--- src/hdl/lbc_pkg.sv ---
// Shared types and constants of the layer blend compositor.
package lbc_pkg;

  localparam int NUM_LAYERS_MAX = 3;
  localparam int NUM_CH         = 3;
  localparam int CH_W           = 8;
  localparam int MODE_W         = 3;
  localparam int ALPHA_W        = 7;
  localparam int CFG_INDEX_W    = 3;
  localparam int CFG_DATA_W     = ALPHA_W;

  localparam int CH_RED   = 0;
  localparam int CH_GREEN = 1;
  localparam int CH_BLUE  = 2;

  localparam logic [ALPHA_W-1:0] ALPHA_FULL = 7'd100;

  localparam logic [CFG_INDEX_W-1:0] REG_MODE_LAYER0  = 3'd0;
  localparam logic [CFG_INDEX_W-1:0] REG_MODE_LAYER1  = 3'd1;
  localparam logic [CFG_INDEX_W-1:0] REG_MODE_LAYER2  = 3'd2;
  localparam logic [CFG_INDEX_W-1:0] REG_ALPHA_LAYER0 = 3'd3;
  localparam logic [CFG_INDEX_W-1:0] REG_ALPHA_LAYER1 = 3'd4;
  localparam logic [CFG_INDEX_W-1:0] REG_ALPHA_LAYER2 = 3'd5;

  typedef enum logic [MODE_W-1:0] {
    MODE_NORMAL   = 3'd0,
    MODE_AVERAGE  = 3'd1,
    MODE_MULTIPLY = 3'd2,
    MODE_SCREEN   = 3'd3,
    MODE_DARKEN   = 3'd4,
    MODE_LIGHTEN  = 3'd5
  } blend_mode_t;

  typedef logic [NUM_CH-1:0][CH_W-1:0] pixel_t;

  typedef struct packed {
    logic [MODE_W-1:0]  mode;
    logic [ALPHA_W-1:0] alpha;
  } cfg_layer_t;

endpackage

--- src/hdl/lbc_cell.sv ---
// One compositing cell: blends one layer onto the running base in three stages.
module lbc_cell #(
  parameter int LAYERS = 3,
  parameter int IDX    = 0
) (
  input  logic                              clk,
  input  logic                              rst,
  input  logic                              en,
  input  lbc_pkg::cfg_layer_t               cfg,
  input  logic                              valid_in,
  input  lbc_pkg::pixel_t                   base_in,
  input  lbc_pkg::pixel_t [LAYERS-1:0]      px_in,
  output logic                              valid_out,
  output lbc_pkg::pixel_t                   base_out,
  output lbc_pkg::pixel_t [LAYERS-1:0]      px_out
);
  import lbc_pkg::*;

  // floor(s / 100) == (s * 5243) >> 19 for every s up to 25500.
  localparam logic [12:0] DIV100_RECIP = 13'd5243;
  localparam int          DIV100_SHIFT = 19;

  function automatic logic [CH_W-1:0] blend(logic [MODE_W-1:0] mode,
                                            logic [CH_W-1:0] b,
                                            logic [CH_W-1:0] p);
    logic              scr;
    logic [CH_W-1:0]   ma;
    logic [CH_W-1:0]   mb;
    logic [2*CH_W-1:0] prod;
    logic [CH_W:0]     sum;
    logic [CH_W-1:0]   res;
    scr  = (blend_mode_t'(mode) == MODE_SCREEN);
    // Multiply and screen share one multiplier; 255 - v is ~v on a byte.
    ma   = scr ? ~b : b;
    mb   = scr ? ~p : p;
    prod = ma * mb;
    sum  = {1'b0, b} + {1'b0, p};
    case (blend_mode_t'(mode))
      MODE_AVERAGE:  res = sum[CH_W:1];
      MODE_MULTIPLY: res = prod[2*CH_W-1:CH_W];
      MODE_SCREEN:   res = ~prod[2*CH_W-1:CH_W];
      MODE_DARKEN:   res = (b < p) ? b : p;
      MODE_LIGHTEN:  res = (b > p) ? b : p;
      default:       res = p;
    endcase
    return res;
  endfunction

  logic                         v1, v2, v3;
  pixel_t                       b1, x1, base3;
  logic [ALPHA_W-1:0]           a1;
  logic [NUM_CH-1:0][14:0]      s2;
  pixel_t [LAYERS-1:0]          px1, px2, px3;

  pixel_t                       x_next;
  logic [ALPHA_W-1:0]           a_next;
  logic [NUM_CH-1:0][14:0]      s_next;
  pixel_t                       q_next;
  logic [27:0]                  q_prod;

  always_comb begin
    a_next = (cfg.alpha > ALPHA_FULL) ? ALPHA_FULL : cfg.alpha;
    q_prod = '0;
    for (int c = 0; c < NUM_CH; c++) begin
      x_next[c] = blend(cfg.mode, base_in[c], px_in[IDX][c]);
      s_next[c] = 15'(b1[c]) * 15'(ALPHA_FULL - a1) + 15'(x1[c]) * 15'(a1);
      q_prod    = 28'(s2[c]) * 28'(DIV100_RECIP);
      q_next[c] = q_prod[DIV100_SHIFT+CH_W-1:DIV100_SHIFT];
    end
  end

  always_ff @(posedge clk) begin
    if (rst) begin
      v1 <= 1'b0;
      v2 <= 1'b0;
      v3 <= 1'b0;
    end else if (en) begin
      v1 <= valid_in;
      v2 <= v1;
      v3 <= v2;
    end
  end

  always_ff @(posedge clk) begin
    if (en) begin
      b1    <= base_in;
      x1    <= x_next;
      a1    <= a_next;
      px1   <= px_in;
      s2    <= s_next;
      px2   <= px1;
      base3 <= q_next;
      px3   <= px2;
    end
  end

  assign valid_out = v3;
  assign base_out  = base3;
  assign px_out    = px3;

endmodule

--- config.mk ---
export PLATFORM = sky130hd
export DESIGN_NAME = lbc_cell
export DESIGN_NICKNAME = d
export VERILOG_FILES = /design/src/hdl/lbc_pkg.sv /design/src/hdl/lbc_cell.sv
export SDC_FILE = /design/constraint.sdc
export NUM_CORES = 2
export LEC_CHECK = 0
export BUFFER_PORTS_ARGS = -buffer_cell sky130_fd_sc_hd__buf_2
export CORE_ASPECT_RATIO = 0.75
export CORE_MARGIN = 2
export CORE_UTILIZATION = 45
export DETAILED_ROUTE_END_ITERATION = 10
export GPL_TIMING_DRIVEN = 0
export PLACE_DENSITY = 0.71
export RECOVER_POWER = 25
export SETUP_SLACK_MARGIN = 0.1
export SLEW_MARGIN = 10
export SYNTH_ARGS = -nofsm -noshare
export SYNTH_HDL_FRONTEND = slang
export SYNTH_SLANG_ARGS = --single-unit
--- constraint.sdc ---
create_clock -name clk -period 20.9 [get_ports clk]
set_input_delay 4.18 -clock clk [delete_from_list [all_inputs] [get_ports clk]]
set_output_delay 4.18 -clock clk [all_outputs]
set_load 0.03 [all_outputs]
Word level (Yosys, flattened, before mapping)
Cells that the tools add are included.
{"block": "totals", "in_bits": 110, "word_cells": 98, "register_bits": 343}
{"block": "classes", "bitwise": 9, "magnitude_cmp": 7, "add_sub_neg": 7, "mul": 12, "eq_ne": 5, "mux": 15}
{"op": "one-hot mux 8 bit (5 select lines)", "n": 3}
{"op": "two-way mux 8 bit", "n": 12}
{"op": "multiplier 15 x 13 -> 27 bit (second input constant)", "n": 3}
{"op": "NOT 8 bit", "n": 9}
{"op": "multiplier 8 x 8 -> 16 bit", "n": 3}
{"op": "adder 15 bit", "n": 3}
{"op": "multiplier 8 x 7 -> 15 bit", "n": 3}
{"op": "multiplier 8 x 15 -> 15 bit", "n": 2}
{"op": "adder 8 x 8 -> 9 bit", "n": 3}
{"op": "> comparator 8 bit", "n": 3}
{"op": "less-than comparator 8 bit", "n": 3}
{"op": "multiplier 9 x 8 -> 15 bit", "n": 1}
{"op": "subtractor 7 x 7 -> 8 bit (first input constant)", "n": 1}
{"op": "> comparator 7 bit (second input constant)", "n": 1}
{"op": "== test 3 x 2 -> 1 bit (second input constant)", "n": 2}
{"op": "== test 3 bit (second input constant)", "n": 2}
{"op": "== test 3 x 1 -> 1 bit (second input constant)", "n": 1}

Logic depth before layout (Yosys ltp)
{"block": "logic_depth", "word_depth": 5, "ltp_mapped": 29, "mapped_depth_nobuf": 26}

Least setup slack after synthesis
OpenSTA, ideal clock, no wires.
{"block": "synth_timing", "kind": "in2reg", "start": "input cfg[7] (netlist name)", "end": "register x1[6] (netlist name) (data pin)", "arrival_time_ps": 9221, "path_stages": 20, "required_time_ps": 20639, "path_slack_ps": 11418, "cell_sequence": "buf_6 > clkbuf_1 > buf_2 > clkbuf_1 > nand3_1 > nor2_1 > a21oi_1 > fa_1 > fa_1 > inv_1 > fa_1 > fa_1 > ha_1 > o21ai_0 > o41ai_1 > a211o_1 > o31a_4 > a211o_1 > xnor2_1 > a221o_1"}
{"element": "from (decl)", "line": "lbc_cell.sv:9", "text": "input lbc_pkg::cfg_layer_t cfg,"}
{"element": "to (signal assigned)", "line": "lbc_cell.sv:87", "text": "x1 <= x_next;"}
{"element": "to (decl)", "line": "lbc_cell.sv:50", "text": "pixel_t b1, x1, base3;"}

==> metrics.md <==
| Metric | Value |
|---|---|
| Synth top area share | `27.61%` |
| Fmax achieved | `94.07 MHz` |
| Pre-CTS worst setup slack | `9.781 ns` |
| Buffer and inverter count on the worst path | `6` |
| Critical Path Max Stage Delay | `0.62 ns` |
| CTS tree | `built` |
| Hold Path Origin | `px1[62]` |
| Post-Route Utilization | `49.79%` |
| Sequential share of the synthesized area | `23.61%` |
| # IOs | `207` |
| Max-cap violation count | `0` |
| Simple-gate share of the synthesized area | `10.62%` |
| RSZ-0062 raised after global routing | `false` |
| CP Cell Sequence | `buf_2 > buf_6 > clkbuf_1 > buf_2 > clkbuf_1 > nand3_1 > nor2_1 > a21oi_1 > fa_1 > fa_1 > inv_1 > fa_1 > fa_1 > ha_1 > o21ai_0 > o41ai_1 > a211o_1 > o31a_4 > a21oi_2 > xor2_1 > mux2i_1 > a221oi_1` |
| WL per Instance | `18.53 um` |
| Hold WC Path Type | `reg -> reg` |
| Critical path class | `in -> reg` |
| Initial DRC Count | `2603` |
| Syn nets | `5586` |
| Period utilization | `50.86%` |
| R2R Path Start | `a1[0]` |
| CTS Buffer Depth | `3` |
| Synth warn | `0` |
| Total CTS buffers | `42` |
| Critical path arrival | `10.96 ns` |
| Clk_skew | `0.03570 ns` |
| Worst-margin pin slew | `1.034 ns` |
| Status | `finished clean` |
| Delay-heaviest family, CP | `adder cells` |
| GPL Wtd Cong | `0.9809` |
| Share of post-route cells with drive strength above 1 | `7.323%` |
| Synth Area in XOR/XNOR | `2.920%` |
| Slowest stage cell, crit path | `clkbuf_1` |
| Multiplexer area fraction after synthesis | `0.7019%` |
| Crit path time final | `10.63 ns` |
| Vias per Instance | `5.275` |
| WL final | `107700 um` |
| Crit path top cell by count | `fa_1` |
| Finished Cell Area | `0.04756 mm2` |
| Tot GR Track Use | `22.15%` |
| Crit start category | `input port` |
| Area share of fa/ha/maj cells after synthesis | `44.87%` |
| Compound-cell area share of the yosys netlist | `7.896%` |
| Post-DP HPWL | `87220 um` |
| Area growth syn-to-layout | `9.346%` |
| Largest net degree at the start of global routing | `124` |
| Worst-Skew Late Latency | `0.61 ns` |
| Grt ovf | `0` |
| Primary FF master, synth | `edfxtp_1` |
| Worst setup path start | `cfg[7]` |
| Starting density of the core | `45.54%` |
| Synthesized cell area | `0.04350 mm2` |
| CTS sink cnt | `343` |
| Hold Violations, Final | `0` |
| H-tree Lvls | `2` |
| Ys async rst share | `0%` |
| DRT antenna net count | `0` |
| Rows | `98` |
| Main combinational cell family by area after synthesis | `adder cells` |
| Hold Buf Count CTS | `0` |
| Initial antenna violation count | `5` |
| Worst EP required | `21.23 ns` |
| DRC viols | `0` |
| Max-slew violation count | `0` |
| Core Area | `0.09552 mm2` |
| Die area | `0.09919 mm2` |
| Setup WS post-layout | `10.27 ns` |
| Vias | `30660` |
| Die H | `273.3 um` |
| Buffers on Ports | `205` |
| Max-Slew Margin vs Limit | `30.59%` |
| Post-synth cell types | `89` |
| Post-CTS sizing | `0` |
| Syn Inst Count | `4276` |
| Critical-path maximum fanout | `10` |
| Clock-pin slew on the worst setup and hold paths | `0.07 ns` |
| Syn avg cell area | `10.17 um2` |
| Synth area leaders | `fa_1, edfxtp_1, ha_1` |
| First-pass GRT wire length | `172700 um` |
| Router iterations before antenna repair | `5` |
| Post-synth EDFFs | `340` |
| Post-Route Setup TNS | `0 ns` |
| Synth area leader | `fa_1` |
| Final setup violation count | `0` |
| Synthesized flop and latch total | `343` |
| Critical path capture point type | `flip-flop` |
| Post-CTS setup buffers | `0` |
| Area after DPL | `0.04618 mm2` |
| Vias in the first global route | `31390` |
| Root buf cell | `clkbuf_16` |
| Die Wd | `363 um` |
| Nets | `5838` |
[synthesized netlist by cell type, types with 28 or more instances]
library cell / instances
a21o_1: 28
a21oi_1: 167
and2_1: 242
clkbuf_1: 112
edfxtp_1: 340
fa_1: 600
ha_1: 600
inv_1: 945
nand2_1: 277
nand3_1: 75
nor2_1: 138
nor2b_1: 39
nor3_1: 33
o21ai_0: 191
xnor2_1: 115
xor2_1: 30
[area by class of cell]
type	count	area [um2]
fillers	8626	47960
multi-input cells	2852	29150
flip-flops and latches	343	10270
inverters	946	3551
well taps	1250	1564
repair buffers	208	1117
clock buffers	48	1095
plain buffers	135	528.0
clock inverters	29	284.0
diodes	2	5.005
[metal layers]
metal,vias to the layer above,share of wire [%],GRT usage [%]
met5,-,0.012,0
met4,2,2.5,5.842
li1,14260,-,-
met2,1105,44,33.61
met3,188,9.2,5.008
met1,15110,44,31.97
[metrics by stage]
stage / hold slack [ns] / std cells
floorplan: 0.4003 / 4276
global placement: 0.4001 / 5731
detailed placement: 0.4045 / 5734
CTS: 0.3948 / 5811
global route: 0.4033 / 5811
finish: 0.4042 / 5813
[worst reg2reg max path: cells and delay by family, from the launching register on]
family,cells,cell delay [ns]
XOR/XNOR,1,0.69
AND/OR/NAND/NOR,3,0.48
adder cells (fa/ha/maj),8,3.56
flip-flops,1,0.42
buffers and inverters,8,2.16
AO/OA/AOI/OAI,6,1.16
[logic make-up after synthesis]
logic type	after synthesis
mux	28
compound gates	566
xor+xnor	145
fa+ha+maj	1200
buf+inv	1081
simple gates	913
flops	343
[sequential cells by signal (all words and copies together), names as in the netlist, 7 cells and up]
register  cells
s2           45
px_out       72
px1          72
px2          72
x1           24
a1            7
b1           24
base_out     24
[final timing paths]
check	cells past startpoint	to	slack (ns)
worst max-delay path	22	x1[4]	10.27
worst min-delay path	0	px2[62]	0.40
worst max register to register	26	s2[43]	12.16
worst min register to register	0	px2[62]	0.40
[cell usage in the layout (no fill, tap or decap), drive strengths merged, types with 18 or more instances in the layout]
cell	n
buf	230
ha	600
nand2	277
nand3	75
or2	25
inv	950
o21a	24
a21oi	171
and2	244
nor3	34
nand2b	20
xnor2	115
o21ai	202
a21o	28
fa	600
clkinv	18
clkbuf	161
nor2	139
edfxtp	340
xor2	30
nand4	18
nor2b	39
Power is not shown: default switching activity piles up to over one toggle a cycle in this logic, so the estimate is an artifact.
